--- config.mk ---
export PLATFORM = sky130hd
export DESIGN_NAME = hex_field_formatter_unit
export DESIGN_NICKNAME = d
export VERILOG_FILES = /design/src/rtl/hff_pkg.sv /design/src/rtl/hff_plan.sv /design/src/rtl/hff_nibble_sr.sv /design/src/rtl/hex_field_formatter_unit.sv
export SDC_FILE = /design/constraint.sdc
export NUM_CORES = 1
export LEC_CHECK = 0
export BUFFER_PORTS_ARGS = -buffer_cell sky130_fd_sc_hd__buf_4
export CAP_MARGIN = 10
export CORE_MARGIN = 4
export CORE_UTILIZATION = 54
export DETAILED_ROUTE_END_ITERATION = 16
export PLACE_DENSITY_LB_ADDON = 0.08
export SYNTH_ARGS = -nofsm -noshare
export SYNTH_HDL_FRONTEND = slang
export SYNTH_HIERARCHICAL = 1
export SYNTH_SLANG_ARGS = --single-unit
--- constraint.sdc ---
create_clock -name clk -period 8 [get_ports clk]
set_clock_uncertainty 0.15 [all_clocks]
set_input_delay 2.4 -clock clk [delete_from_list [all_inputs] [get_ports clk]]
set_output_delay 2.4 -clock clk [all_outputs]
set_load 0.01 [all_outputs]
--- src/rtl/hff_pkg.sv ---
// Shared types, constants and helpers for the hex field formatter.
package hff_pkg;

    localparam int VALUE_W  = 32;
    localparam int NIB_W    = 4;
    localparam int NIBBLES  = VALUE_W / NIB_W;
    localparam int CNT_W    = 7;
    localparam int DIG_W    = 4;
    localparam int CHAR_W   = 8;

    localparam logic [CNT_W-1:0]  MAX_CHARS = 7'd64;
    localparam logic [5:0]        MAX_PREC  = 6'd62;

    localparam logic [CHAR_W-1:0] CHAR_SPACE = 8'h20;
    localparam logic [CHAR_W-1:0] CHAR_ZERO  = 8'h30;
    localparam logic [CHAR_W-1:0] CHAR_X     = 8'h78;

    // remaining length of each part of the field
    typedef struct packed {
        logic [CNT_W-1:0] lead;
        logic             pfx;
        logic [CNT_W-1:0] zeros;
        logic [DIG_W-1:0] digs;
        logic [CNT_W-1:0] trail;
    } plan_t;

    typedef enum logic [6:0] {
        ST_IDLE  = 7'b0000001,
        ST_LEAD  = 7'b0000010,
        ST_PFX0  = 7'b0000100,
        ST_PFXX  = 7'b0001000,
        ST_ZERO  = 7'b0010000,
        ST_DIGIT = 7'b0100000,
        ST_TRAIL = 7'b1000000
    } state_t;

    function automatic logic [CHAR_W-1:0] hex_char(input logic [NIB_W-1:0] nib);
        logic [CHAR_W-1:0] c;
        begin
            if (nib < 4'd10)
                c = CHAR_ZERO + CHAR_W'(nib);
            else
                c = 8'h61 + CHAR_W'(nib - 4'd10);
            return c;
        end
    endfunction

    // first non-empty part that follows part s; ST_IDLE as s means "from the start"
    function automatic state_t seg_after(input state_t s, input plan_t p);
        logic from_lead;
        logic from_pfx;
        logic from_zero;
        logic from_dig;
        logic from_trail;
        state_t nxt;
        begin
            from_lead  = (s == ST_IDLE);
            from_pfx   = from_lead | (s == ST_LEAD);
            from_zero  = from_pfx  | (s == ST_PFXX);
            from_dig   = from_zero | (s == ST_ZERO);
            from_trail = from_dig  | (s == ST_DIGIT);
            priority if (from_lead && p.lead != '0)
                nxt = ST_LEAD;
            else if (from_pfx && p.pfx)
                nxt = ST_PFX0;
            else if (from_zero && p.zeros != '0)
                nxt = ST_ZERO;
            else if (from_dig && p.digs != '0)
                nxt = ST_DIGIT;
            else if (from_trail && p.trail != '0)
                nxt = ST_TRAIL;
            else
                nxt = ST_IDLE;
            return nxt;
        end
    endfunction

endpackage

--- src/rtl/hff_plan.sv ---
// Works out the length of each part of the field from one input word.
module hff_plan (
    input  logic [hff_pkg::VALUE_W-1:0] value,
    input  logic [6:0]                  field_width,
    input  logic signed [6:0]           digit_precision,
    input  logic                        left_justify,
    input  logic                        zero_pad,
    input  logic                        with_prefix,
    output hff_pkg::plan_t              plan
);
    import hff_pkg::*;

    logic             prec_given;
    logic [CNT_W-1:0] prec;
    logic [DIG_W-1:0] nz_cnt;
    logic [DIG_W-1:0] ndig;
    logic             val_zero;
    logic [CNT_W-1:0] wid;
    logic             pfx;
    logic [CNT_W-1:0] pw;
    logic [CNT_W-1:0] ndigits;
    logic [CNT_W-1:0] body;
    logic [CNT_W-1:0] pad;

    always_comb
    begin
        prec_given = !digit_precision[6];
        prec = (digit_precision[5:0] > MAX_PREC) ? CNT_W'(MAX_PREC)
                                                 : CNT_W'(digit_precision[5:0]);

        // count of significant nibbles
        nz_cnt = '0;
        for (int i = 0; i < NIBBLES; i++)
        begin
            if (value[i*NIB_W +: NIB_W] != '0)
                nz_cnt = DIG_W'(i + 1);
        end

        val_zero = (value == '0);
        if (val_zero)
            ndig = (prec_given && prec == '0) ? DIG_W'(0) : DIG_W'(1);
        else
            ndig = nz_cnt;

        wid = (field_width > MAX_CHARS) ? MAX_CHARS : field_width;
        pfx = with_prefix && !val_zero;
        pw  = pfx ? CNT_W'(2) : CNT_W'(0);

        ndigits = CNT_W'(ndig);
        if (prec_given && prec > ndigits)
            ndigits = prec;
        body = pw + ndigits;

        if (zero_pad && !left_justify && !prec_given && wid > body)
        begin
            ndigits = wid - pw;
            body    = wid;
        end

        pad = (wid > body) ? (wid - body) : '0;

        plan.lead  = left_justify ? '0 : pad;
        plan.trail = left_justify ? pad : '0;
        plan.pfx   = pfx;
        plan.zeros = ndigits - CNT_W'(ndig);
        plan.digs  = ndig;
    end

endmodule

--- src/rtl/hff_nibble_sr.sv ---
// Nibble shift register: aligns the top significant digit and shifts one digit out per step.
module hff_nibble_sr (
    input  logic                          clk,
    input  logic                          load,
    input  logic [hff_pkg::VALUE_W-1:0]   value,
    input  logic [hff_pkg::DIG_W-1:0]     ndig,
    input  logic                          shift,
    output logic [hff_pkg::CHAR_W-1:0]    digit_char
);
    import hff_pkg::*;

    logic [VALUE_W-1:0] sr_reg;
    logic [2:0]         skip;

    // leading zero nibbles to drop; ndig of zero never reaches the digit phase
    assign skip = 3'(4'd8 - ndig);

    always_ff @(posedge clk)
    begin
        if (load)
            sr_reg <= value << {skip, 2'b00};
        else if (shift)
            sr_reg <= {sr_reg[VALUE_W-NIB_W-1:0], {NIB_W{1'b0}}};
    end

    assign digit_char = hex_char(sr_reg[VALUE_W-1 -: NIB_W]);

endmodule

--- src/rtl/hex_field_formatter_unit.sv ---
// Top level of the hex field formatter: sequencer, digit shifter and output register.
//
// Formats a 32-bit value as lower-case hex text by printf %x rules (width,
// precision, '-', '0', '#') and sends it one ASCII character per output word,
// with last_char set on the final one. An item is first loaded and then sends its
// characters, up to 64; the character sequencer emits at most one
// character per cycle and a new item is taken once the previous item's last
// character has entered the output register. Value 0 with precision 0 and width
// 0 yields no characters. No clearing pass or setup is needed after reset.
module hex_field_formatter_unit (
    input  logic                        clk,
    input  logic                        rst_n,
    input  logic                        item_valid,
    output logic                        item_stall,
    input  logic [hff_pkg::VALUE_W-1:0] value,
    input  logic [6:0]                  field_width,
    input  logic signed [6:0]           digit_precision,
    input  logic                        left_justify,
    input  logic                        zero_pad,
    input  logic                        with_prefix,
    output logic                        char_valid,
    input  logic                        char_stall,
    output logic [hff_pkg::CHAR_W-1:0]  out_char,
    output logic                        last_char
);
    import hff_pkg::*;

    plan_t             plan_in;
    plan_t             plan_reg;
    plan_t             plan_next;
    state_t            state_reg;
    state_t            state_next;
    state_t            after_seg;
    logic              accept;
    logic              emit;
    logic              seg_done;
    logic              cur_last;
    logic [CHAR_W-1:0] cur_char;
    logic [CHAR_W-1:0] digit_char;
    logic              char_valid_reg;
    logic              char_valid_next;
    logic [CHAR_W-1:0] out_char_reg;
    logic              last_char_reg;

    hff_plan u_plan (
        .value           (value),
        .field_width     (field_width),
        .digit_precision (digit_precision),
        .left_justify    (left_justify),
        .zero_pad        (zero_pad),
        .with_prefix     (with_prefix),
        .plan            (plan_in)
    );

    hff_nibble_sr u_sr (
        .clk        (clk),
        .load       (accept),
        .value      (value),
        .ndig       (plan_in.digs),
        .shift      (emit && state_reg == ST_DIGIT),
        .digit_char (digit_char)
    );

    assign item_stall = (state_reg != ST_IDLE);
    assign accept     = item_valid && !item_stall;
    assign emit       = (state_reg != ST_IDLE) && (!char_valid_reg || !char_stall);

    always_comb
    begin
        plan_next = plan_reg;
        cur_char  = CHAR_SPACE;
        seg_done  = 1'b0;
        unique case (state_reg)
            ST_IDLE:
            begin
                cur_char = CHAR_SPACE;
            end
            ST_LEAD:
            begin
                cur_char       = CHAR_SPACE;
                seg_done       = (plan_reg.lead == CNT_W'(1));
                plan_next.lead = plan_reg.lead - CNT_W'(1);
            end
            ST_PFX0:
            begin
                cur_char = CHAR_ZERO;
            end
            ST_PFXX:
            begin
                cur_char = CHAR_X;
                seg_done = 1'b1;
            end
            ST_ZERO:
            begin
                cur_char        = CHAR_ZERO;
                seg_done        = (plan_reg.zeros == CNT_W'(1));
                plan_next.zeros = plan_reg.zeros - CNT_W'(1);
            end
            ST_DIGIT:
            begin
                cur_char       = digit_char;
                seg_done       = (plan_reg.digs == DIG_W'(1));
                plan_next.digs = plan_reg.digs - DIG_W'(1);
            end
            ST_TRAIL:
            begin
                cur_char        = CHAR_SPACE;
                seg_done        = (plan_reg.trail == CNT_W'(1));
                plan_next.trail = plan_reg.trail - CNT_W'(1);
            end
            default:
            begin
                cur_char = CHAR_SPACE;
            end
        endcase

        after_seg = seg_after(state_reg, plan_reg);
        cur_last  = seg_done && (after_seg == ST_IDLE);

        state_next = state_reg;
        if (accept)
        begin
            state_next = seg_after(ST_IDLE, plan_in);
            plan_next  = plan_in;
        end
        else if (emit)
        begin
            if (state_reg == ST_PFX0)
                state_next = ST_PFXX;
            else if (seg_done)
                state_next = after_seg;
        end
        else
        begin
            plan_next = plan_reg;
        end

        char_valid_next = char_valid_reg;
        if (emit)
            char_valid_next = 1'b1;
        else if (char_valid_reg && !char_stall)
            char_valid_next = 1'b0;
    end

    always_ff @(posedge clk or negedge rst_n)
    begin
        if (!rst_n)
        begin
            state_reg      <= ST_IDLE;
            char_valid_reg <= 1'b0;
        end
        else
        begin
            state_reg      <= state_next;
            char_valid_reg <= char_valid_next;
        end
    end

    always_ff @(posedge clk)
    begin
        plan_reg <= plan_next;
        if (emit)
        begin
            out_char_reg  <= cur_char;
            last_char_reg <= cur_last;
        end
    end

    assign char_valid = char_valid_reg;
    assign out_char   = out_char_reg;
    assign last_char  = last_char_reg;

    a_last_idles: assert property (@(posedge clk) disable iff (!rst_n)
        (emit && cur_last) |=> (state_reg == ST_IDLE))
        else $error("sequencer still busy after last character");

    a_digit_count: assert property (@(posedge clk) disable iff (!rst_n)
        (state_reg == ST_DIGIT) |-> (plan_reg.digs != '0))
        else $error("digit phase with no digits left");

    a_zero_count: assert property (@(posedge clk) disable iff (!rst_n)
        (state_reg == ST_ZERO) |-> (plan_reg.zeros != '0))
        else $error("zero fill phase with no zeros left");

    a_prefix_order: assert property (@(posedge clk) disable iff (!rst_n)
        $rose(state_reg == ST_PFXX) |-> $past(state_reg == ST_PFX0))
        else $error("prefix x without leading 0");

endmodule

==> results.toml, run 1 <==
[setup_path]
r2r_cells = 5
reg2reg_to = "u_sr/sr_reg[19]$_DFFE_PP_"
cp.arrival_ns = 9.09
critPathMaxFanout = 7
cp_slowest_cell = "or4_4"
rr_startpoint = "state_reg[1]$_DFFE_PN0P_"
path_class = "in -> reg"
worst_setup_path_start_kind = "input port"
rrSetupSlack_ns = 4.76
crit_path_end_kind = "flip-flop"
worstPathRequired_ns = 8.11
max_stage_delay_ns = 0.56

[hold_path]
worstHoldStart = "u_sr/sr_reg[1]$_SDFFCE_PN0P_"
hold_path_class = "reg -> reg"
holdPathStages = 1
whs_endpoint = "u_sr/sr_reg[5]$_DFFE_PP_"

[die]
pin_count = 64
coreArea_um2 = 11420
start_util = 0.5531
die_w_um = 116.2
rows = 39
dieArea_um2 = 13490
die-height_um = 116.2

[timing]
finalSetupViolCount = 23
setup_slack_ns = -0.9757
rsz0062_at_grt = "yes"
finalCriticalPeriod_ns = 8.976
slew_headroom = 0.2913
fmax_mhz = 111.4
drv_slew = 0
period_share = 1.122
final_hold_viol_count = 0
worstMarginPinSlew_ns = 1.063

[routing]
vias = 6167
wl_um = 19280
first_pass_iters = 5
avgRoutedWirePerCell_um = 18.95
avgViaCountPerCell = 6.064
drc = 0
drtIter0Drc = 604
drtAntennaViolNets = 0

[finish]
final_nets = 965
n_fill_cell = 784
antenna_cells = 0
postLayoutCoreUtil = 0.7702
drive_gt1_frac = 0.3753
largest_register_ffs = 32
area_growth_pct = 39.24
final_common_cell = "buf_4"
mostFrequentLayoutCells = "buf_4 (176), edfxtp_1 (67), nand2_1 (55)"

[synthesis]
synth-seq-area-share = 0.3504
syn_nets = 785
syn_avg_cell_area_um2 = 9.167
synth_flop_cell = "edfxtp_1"
synthCells = 689
synth_cell_types = 72
synthArstFlopShare = 0.1067
ys_ff_latch = 75
synth-edff-count = 67
yosys_warnings = 6
syn_area_um2 = 6316

[run_status]
violations = "negative setup slack"
status = "finished, violations left"

[power_and_ir_drop]
combPwrFrac = 0.467
p_sw_frac = 0.3811
sequentialPowerShare = 0.330
powerDensity_nw_per_um2 = 235.1
p_int_uw = 1279
peakVddDrop_mv = 0.2067
clkPwrFrac = 0.204
leakage_uw = 0.003589
p_sw_uw = 787.9
finalPower_uw = 2067

[clock_network]
ctsHoldBuffers = 0
clock_latency_ns = 0.34
cts_num_sinks = 75
clk_pin_slew_ns = 0.06
cts_max_path_buffers = 2
cts_tree = "yes"
cts_root_buf = "clkbuf_16"
cts_made_buffers = 9
h-tree-depth = 3

[grt]
grt_pass1_vias = 5993
grt-ovfl-total = 0
antenna_found_initial = 0
grt_pass1_wl_um = 29250
grt_usage = 0.2750
grt_start_max_net_pins = 34

[run]
maxCapViolCount = 0

[place]
place_hpwl_um = 13680
port_buffers = 63
gp_congestion = 0.9602
Yosys cell counts (3+ instances only):
library cell,n,area share
nor3_1,22,0.017
mux2i_1,35,0.055
nand3b_1,4,0.0048
nor4_2,4,0.0079
or3_1,6,0.0059
nand3_1,25,0.020
a211oi_1,8,0.0095
o2bb2ai_1,7,0.0097
clkbuf_1,14,0.0083
o221ai_1,4,0.0055
mux2_4,4,0.0095
nor2_1,60,0.036
o21bai_1,3,0.0036
a22oi_1,3,0.0036
nand4_1,9,0.0089
buf_6,3,0.0053
nand2b_1,11,0.011
dfrtp_1,7,0.028
inv_1,40,0.024
or2_2,4,0.0040
and2_1,12,0.012
a22o_1,6,0.0083
nor4b_1,3,0.0042
o211ai_1,7,0.0083
xor2_1,22,0.031
nor2b_1,13,0.013
edfxtp_1,67,0.32
buf_2,13,0.010
a21oi_1,33,0.026
a21o_1,7,0.0083
a31oi_1,5,0.0050
nand2_1,64,0.038
nor3b_1,4,0.0048
mux2_2,6,0.011
o21ai_1,3,0.0024
o21a_1,5,0.0059
buf_4,3,0.0036
ha_1,41,0.081
a221o_1,6,0.0095
nor4_1,10,0.0099
a221oi_1,3,0.0042
xnor2_1,15,0.021
o21ai_0,29,0.023
critical path: cells and delay by family:
kind / cells / cell delay (ns)
muxes: 3 / 0.77
AOI/OAI and AO/OA: 13 / 2.31
adders and majority gates: 5 / 1.21
and+or+nand+nor: 8 / 1.90
buffers and inverters: 4 / 0.47
cell families after synthesis:
| kind of cell | share of synthesized area |
|---|---|
| AO/OA/AOI/OAI | 0.1634 |
| XOR/XNOR | 0.05131 |
| adder cells (fa/ha/maj) | 0.08756 |
| buffers and inverters | 0.05190 |
| flip-flops | 0.3504 |
| multiplexers | 0.07746 |
| other | 0.0005937 |
| AND/OR/NAND/NOR | 0.2173 |
power by group through the flow:
stage | clock network, µW | logic (µW) | registers, µW
after floorplan | 0 | 564 | 659
after global placement | 0 | 796 | 679
after detailed placement | 0 | 823 | 686
after CTS | 422 | 871 | 680
after global routing | 440 | 1040 | 694
final | 421 | 965 | 682
layer usage:
| layer | up-vias | track usage | share of wire | wire length, µm |
|---|---|---|---|---|
| met2 | 267 | 0.4668 | 0.50 | 9634 |
| li1 | 2901 | - | - | - |
| met4 | 0 | 0.07657 | 0.021 | 404 |
| met3 | 44 | 0.04041 | 0.062 | 1199 |
| met5 | - | 0 | 0 | 0 |
| met1 | 2955 | 0.3686 | 0.42 | 8039 |
layout make-up:
type | count | area, µm² | area share
inverter | 41 | 156.4 | 0.01778
clock inverter | 6 | 73.82 | 0.008394
sequential | 75 | 2213 | 0.2517
timing repair buffer | 202 | 1627 | 0.1849
tap | 143 | 178.9 | 0.02034
multi-input combinational | 540 | 4317 | 0.4908
clock buffer | 10 | 229.0 | 0.02604
through the flow:
stage	hold slack (ns)	instance area (µm²)	std cells	setup slack (ns)	setup TNS [ns]
after detailed placement	0.3697	7756	973	-1.552	-19.88
after floorplan	0.3519	6447	689	-1.040	-7.699
final	0.3837	8795	1017	-0.9757	-9.384
after global routing	0.4035	8795	1017	-1.255	-14.90
after CTS	0.3857	8399	1007	-0.7790	-5.195
after global placement	0.3630	7756	973	-1.253	-14.48
worst max path at each step:
| stage | startpoint | to | slack [ns] |
|---|---|---|---|
| after floorplan | value[1] | state_reg[0]$_DFFE_PN1P_ | -1.04 |
| after global placement | value[13] | state_reg[0]$_DFFE_PN1P_ | -1.25 |
| after detailed placement | value[13] | state_reg[0]$_DFFE_PN1P_ | -1.55 |
| after CTS | value[2] | state_reg[0]$_DFFE_PN1P_ | -0.78 |
| after global routing | value[2] | state_reg[0]$_DFFE_PN1P_ | -1.25 |
| final | value[2] | state_reg[0]$_DFFE_PN1P_ | -0.98 |
timing repair:
action,4_1_cts,5_1_grt
pin swaps,42,33
setup endpoints to repair,23,26
buffers inserted,25,14
resized for setup,44,86
Power figures use the tool's default switching activity.
==> inputs of run 2 (changes only) <==
--- a/config.mk
+++ b/config.mk
@@ -11,6 +11,7 @@
 export CORE_UTILIZATION = 54
 export DETAILED_ROUTE_END_ITERATION = 16
 export PLACE_DENSITY_LB_ADDON = 0.08
+export RECOVER_POWER = 100
 export SYNTH_ARGS = -nofsm -noshare
 export SYNTH_HDL_FRONTEND = slang
 export SYNTH_HIERARCHICAL = 1
==> results.toml, run 2 (synthesized netlist as in run 1, its figures left out) <==
[hold_path]
whs_endpoint = "u_sr/sr_reg[5]$_DFFE_PP_"
hold_path_class = "reg -> reg"
holdPathStages = 1
worstHoldStart = "u_sr/sr_reg[1]$_SDFFCE_PN0P_"

[place]
place_hpwl_um = 13680
dp.cells = 973
port_buffers = 63
place_ws_ns = -1.552
gp_congestion = 0.9602

[timing]
setup_slack_ns = -0.9962
finalCriticalPeriod_ns = 8.996
drv_slew = 92
final_hold_viol_count = 0
fmax_mhz = 111.2
hold_ws_ns = 0.3845
fin_tns_setup_ns = -10.57
rsz0062_at_grt = "yes"
slew_headroom = -0.6092
worstMarginPinSlew_ns = 2.414
period_share = 1.125
finalSetupViolCount = 23

[finish]
final_common_cell = "buf_4"
area_growth_pct = 38.35
antenna_cells = 0
seqCellArea_um2 = 2213
postLayoutCoreUtil = 0.7653
mostFrequentLayoutCells = "buf_4 (160), edfxtp_1 (67), nand2_1 (55)"
final_nets = 965
multi_input_area_um2 = 4317
drive_gt1_frac = 0.3570
instances_no_fill = 1017
largest_register_ffs = 32
n_fill_cell = 799

[setup_path]
path_class = "in -> reg"
reg2reg_to = "u_sr/sr_reg[19]$_DFFE_PP_"
cp.arrival_ns = 9.11
worstPathRequired_ns = 8.11
rr_startpoint = "state_reg[0]$_DFFE_PN1P_"
r2r_cells = 6
crit_path_end_kind = "flip-flop"
worst_setup_path_start_kind = "input port"
critPathMaxFanout = 7
max_stage_delay_ns = 0.56
rrSetupSlack_ns = 2.35
cp_slowest_cell = "or4_4"

[power_and_ir_drop]
peakVddDrop_mv = 0.2071
leakage_uw = 0.003529
powerDensity_nw_per_um2 = 234.9

[run]
maxCapViolCount = 3

[routing]
first_pass_iters = 6
wl_um = 19210
drtIter0Drc = 631
drc = 0
avgViaCountPerCell = 6.079
vias = 6182
drtAntennaViolNets = 0
avgRoutedWirePerCell_um = 18.89

[clock_network]
ctsHoldBuffers = 0
cts_num_sinks = 75
cts_made_buffers = 9
clock_latency_ns = 0.34
cts_root_buf = "clkbuf_16"
cts_tree = "yes"
cts_max_path_buffers = 2
clk_pin_slew_ns = 0.07
h-tree-depth = 3

[die]
coreArea_um2 = 11420
die-height_um = 116.2
pin_count = 64
start_util = 0.5531
rows = 39
die_w_um = 116.2
dieArea_um2 = 13490

[grt]
grt_pass1_vias = 5993
grt_start_max_net_pins = 34
grt_pass1_wl_um = 29250
grt-ovfl-total = 0
antenna_found_initial = 0
grt_usage = 0.2750

[run_status]
status = "finished, violations left"
violations = "max-capacitance violations, max-slew violations, negative setup slack"
==> run 2: worst max-delay path, delay by kind of cell <==
kind,cells,cell delay [ns]
fa+ha+maj,5,1.21
simple gates,8,1.90
buf+inv,4,0.47
mux,3,0.77
compound gates,13,2.34
==> run 2: layer usage <==
metal  vias to the layer above  track usage  part of all wire
met1                      2953       0.3686              0.41
met5                         -            0                 0
met2                       278       0.4668              0.50
met4                         0      0.07657             0.022
met3                        47      0.04041             0.068
li1                       2904            -                 -
==> run 2: cell type report <==
class	count	share of cell area
multi-input combinational	540	0.4940
sequential	75	0.2533
timing repair buffer	202	0.1797
clock buffer	10	0.02620
tap	143	0.02048
inverter	41	0.01790
clock inverter	6	0.008448
==> run 2: how the worst max path moves through the flow <==
stage,startpoint,to,cells past startpoint
global placement,value[13],state_reg[0]$_DFFE_PN1P_,33
floorplan,value[1],state_reg[0]$_DFFE_PN1P_,35
detailed placement,value[13],state_reg[0]$_DFFE_PN1P_,32
global route,value[2],state_reg[0]$_DFFE_PN1P_,35
CTS,value[2],state_reg[0]$_DFFE_PN1P_,36
finish,value[2],state_reg[0]$_DFFE_PN1P_,33
==> run 2: power breakdown <==
group	switching, µW	leakage, µW	internal [µW]	total, µW
sequential	83.3	0.000722	600	684
combinational	528	0.00267	420	948
clock	176	0.000141	246	421
total	787	0.00353	1270	2050
==> run 2: repair_timing <==
item,in CTS,in global routing
endpoints found under the setup margin,23,26
pin swaps,42,33
setup buffers,25,14
resized for setup,44,86
==> run 2: per-stage QoR <==
step	instance area, µm²	power (µW)
5_1_grt	8738	2163
6_report	8738	2053
3_5_place_dp	7756	1509
4_1_cts	8399	1973
3_3_place_gp	7756	1475
2_1_floorplan	6447	1223
==> inputs of run 3 (changes only) <==
--- a/config.mk
+++ b/config.mk
@@ -5,7 +5,7 @@
 export SDC_FILE = /design/constraint.sdc
 export NUM_CORES = 1
 export LEC_CHECK = 0
-export BUFFER_PORTS_ARGS = -buffer_cell sky130_fd_sc_hd__buf_4
+export BUFFER_PORTS_ARGS = -buffer_cell sky130_fd_sc_hd__buf_2
 export CAP_MARGIN = 10
 export CORE_MARGIN = 4
 export CORE_UTILIZATION = 54
==> constraint.sdc (replaced) <==
create_clock -name clk -period 8.99 [get_ports clk]
set_clock_uncertainty 0.15 [all_clocks]
set_input_delay 2.697 -clock clk [delete_from_list [all_inputs] [get_ports clk]]
set_output_delay 2.697 -clock clk [all_outputs]
set_load 0.01 [all_outputs]
==> results.toml, run 3 (synthesized netlist as in run 1, its figures left out) <==
[routing]
avgRoutedWirePerCell_um = 17.36
vias = 5944
drtAntennaViolNets = 0
drc = 0
avgViaCountPerCell = 5.974
first_pass_iters = 5
wl_um = 17270
drtIter0Drc = 492

[timing]
slew_headroom = -0.5132
drv_slew = 33
finalCriticalPeriod_ns = 9.185
finalSetupViolCount = 5
final_hold_viol_count = 0
setup_slack_ns = -0.1947
worstMarginPinSlew_ns = 2.270
fmax_mhz = 108.9
hold_ws_ns = 0.3850
period_share = 1.022
rsz0062_at_grt = "yes"

[finish]
stdcell_area_um2 = 8084
area_growth_pct = 27.99
drive_gt1_frac = 0.2923
largest_register_ffs = 32
postLayoutCoreUtil = 0.7080
mostFrequentLayoutCells = "buf_4 (110), edfxtp_1 (67), nand2_1 (63)"
antenna_cells = 0
n_fill_cell = 896
final_nets = 943
final_common_cell = "buf_4"

[place]
port_buffers = 63
gp_congestion = 0.9652
place_area_um2 = 7497
place_ws_ns = -0.8672
place_hpwl_um = 13100

[setup_path]
worstPathRequired_ns = 9.12
max_stage_delay_ns = 0.56
cp_slowest_cell = "or4_4"
cp.arrival_ns = 9.32
path_class = "in -> reg"
worst_setup_path_start_kind = "input port"
critPathMaxFanout = 3
crit_path_end_kind = "flip-flop"
r2r_cells = 6

[die]
rows = 39
coreArea_um2 = 11420
die-height_um = 116.2
dieArea_um2 = 13490
die_w_um = 116.2
start_util = 0.5531
pin_count = 64

[hold_path]
hold_path_class = "reg -> reg"
holdPathStages = 1

[clock_network]
cts_root_buf = "clkbuf_16"
cts_max_path_buffers = 2
cts_num_sinks = 75
clock_latency_ns = 0.34
cts_tree = "yes"
ctsHoldBuffers = 0
cts_made_buffers = 9
clk_pin_slew_ns = 0.07
h-tree-depth = 3

[power_and_ir_drop]
p_sw_uw = 647.4
clkPwrFrac = 0.203
finalPower_uw = 1701
sequentialPowerShare = 0.356
p_sw_frac = 0.3806
peakVddDrop_mv = 0.1543
p_int_uw = 1054
powerDensity_nw_per_um2 = 210.4
leakage_uw = 0.003300
combPwrFrac = 0.441

[run_status]
status = "finished, violations left"
violations = "max-capacitance violations, max-slew violations, negative setup slack"

[run]
maxCapViolCount = 1

[grt]
antenna_found_initial = 0
grt_pass1_wl_um = 27900
grt_pass1_vias = 5817
grt-ovfl-total = 0
grt_start_max_net_pins = 34
grt_usage = 0.2604
[run 3: cell types whose count changed in the layout (fill, tap and decap cells not counted), sizes merged]
cell	previous run	this run
buf	186	163
bufinv	1	0
clkinv	1	3
clkinvlp	2	1
inv	43	44
[run 3: timing repair]
action	4_1_cts	5_1_grt
gates resized for setup	25	20
setup buffers	18	5
pin swaps	30	13
setup endpoints to repair	6	8
[run 3: path summary, 6_finish.rpt]
| check | startpoint | to | slack [ns] |
|---|---|---|---|
| worst max-delay path | value[2] | state_reg[5]$_DFFE_PN0P_ | -0.19 |
| worst min-delay path | u_sr/sr_reg[0]$_SDFFCE_PN0P_ | u_sr/sr_reg[4]$_DFFE_PP_ | 0.39 |
| worst max register to register | state_reg[0]$_DFFE_PN1P_ | u_sr/sr_reg[23]$_DFFE_PP_ | 3.43 |
| worst min register to register | u_sr/sr_reg[0]$_SDFFCE_PN0P_ | u_sr/sr_reg[4]$_DFFE_PP_ | 0.39 |
| max in group asynchronous | rst_n | state_reg[0]$_DFFE_PN1P_ | 6.20 |
| min in group asynchronous | rst_n | state_reg[6]$_DFFE_PN0P_ | 2.14 |
[run 3: layer usage]
metal  track usage  share of wire  up-vias
met4       0.08894          0.028        0
met1        0.3508           0.44     2803
li1              -              -     2862
met5             0              0        -
met2        0.4185           0.46      234
met3       0.05596          0.067       45
[run 3: power by group through the flow]
stage	Clock [µW]	Combinational, µW	Sequential, µW
after floorplan	0	501	586
after global placement	0	685	604
after detailed placement	0	704	609
after CTS	353	738	603
after global routing	367	827	617
final	346	749	606
[run 3: layout make-up]
cell class | instances | area [µm²] | area share
Clock inverter | 7 | 61.31 | 0.007584
Multi-Input combinational cell | 540 | 4075 | 0.5041
Clock buffer | 9 | 225.2 | 0.02786
Timing Repair Buffer | 180 | 1174 | 0.1452
Tap cell | 143 | 178.9 | 0.02213
Sequential cell | 75 | 2213 | 0.2738
Inverter | 41 | 156.4 | 0.01935
[run 3: critical path, delay by kind of cell]
family,cells,cell delay [ns]
compound gates,11,1.69
xor+xnor,2,0.33
fa+ha+maj,5,1.25
buf+inv,4,0.55
mux,3,0.65
simple gates,10,2.12
[run 3: metrics by stage]
stage	std cells	setup TNS, ns
detailed placement	961	-4.317
floorplan	689	-0.9745
global placement	961	-2.714
global route	995	-2.715
CTS	994	-0.3896
finish	995	-0.5877
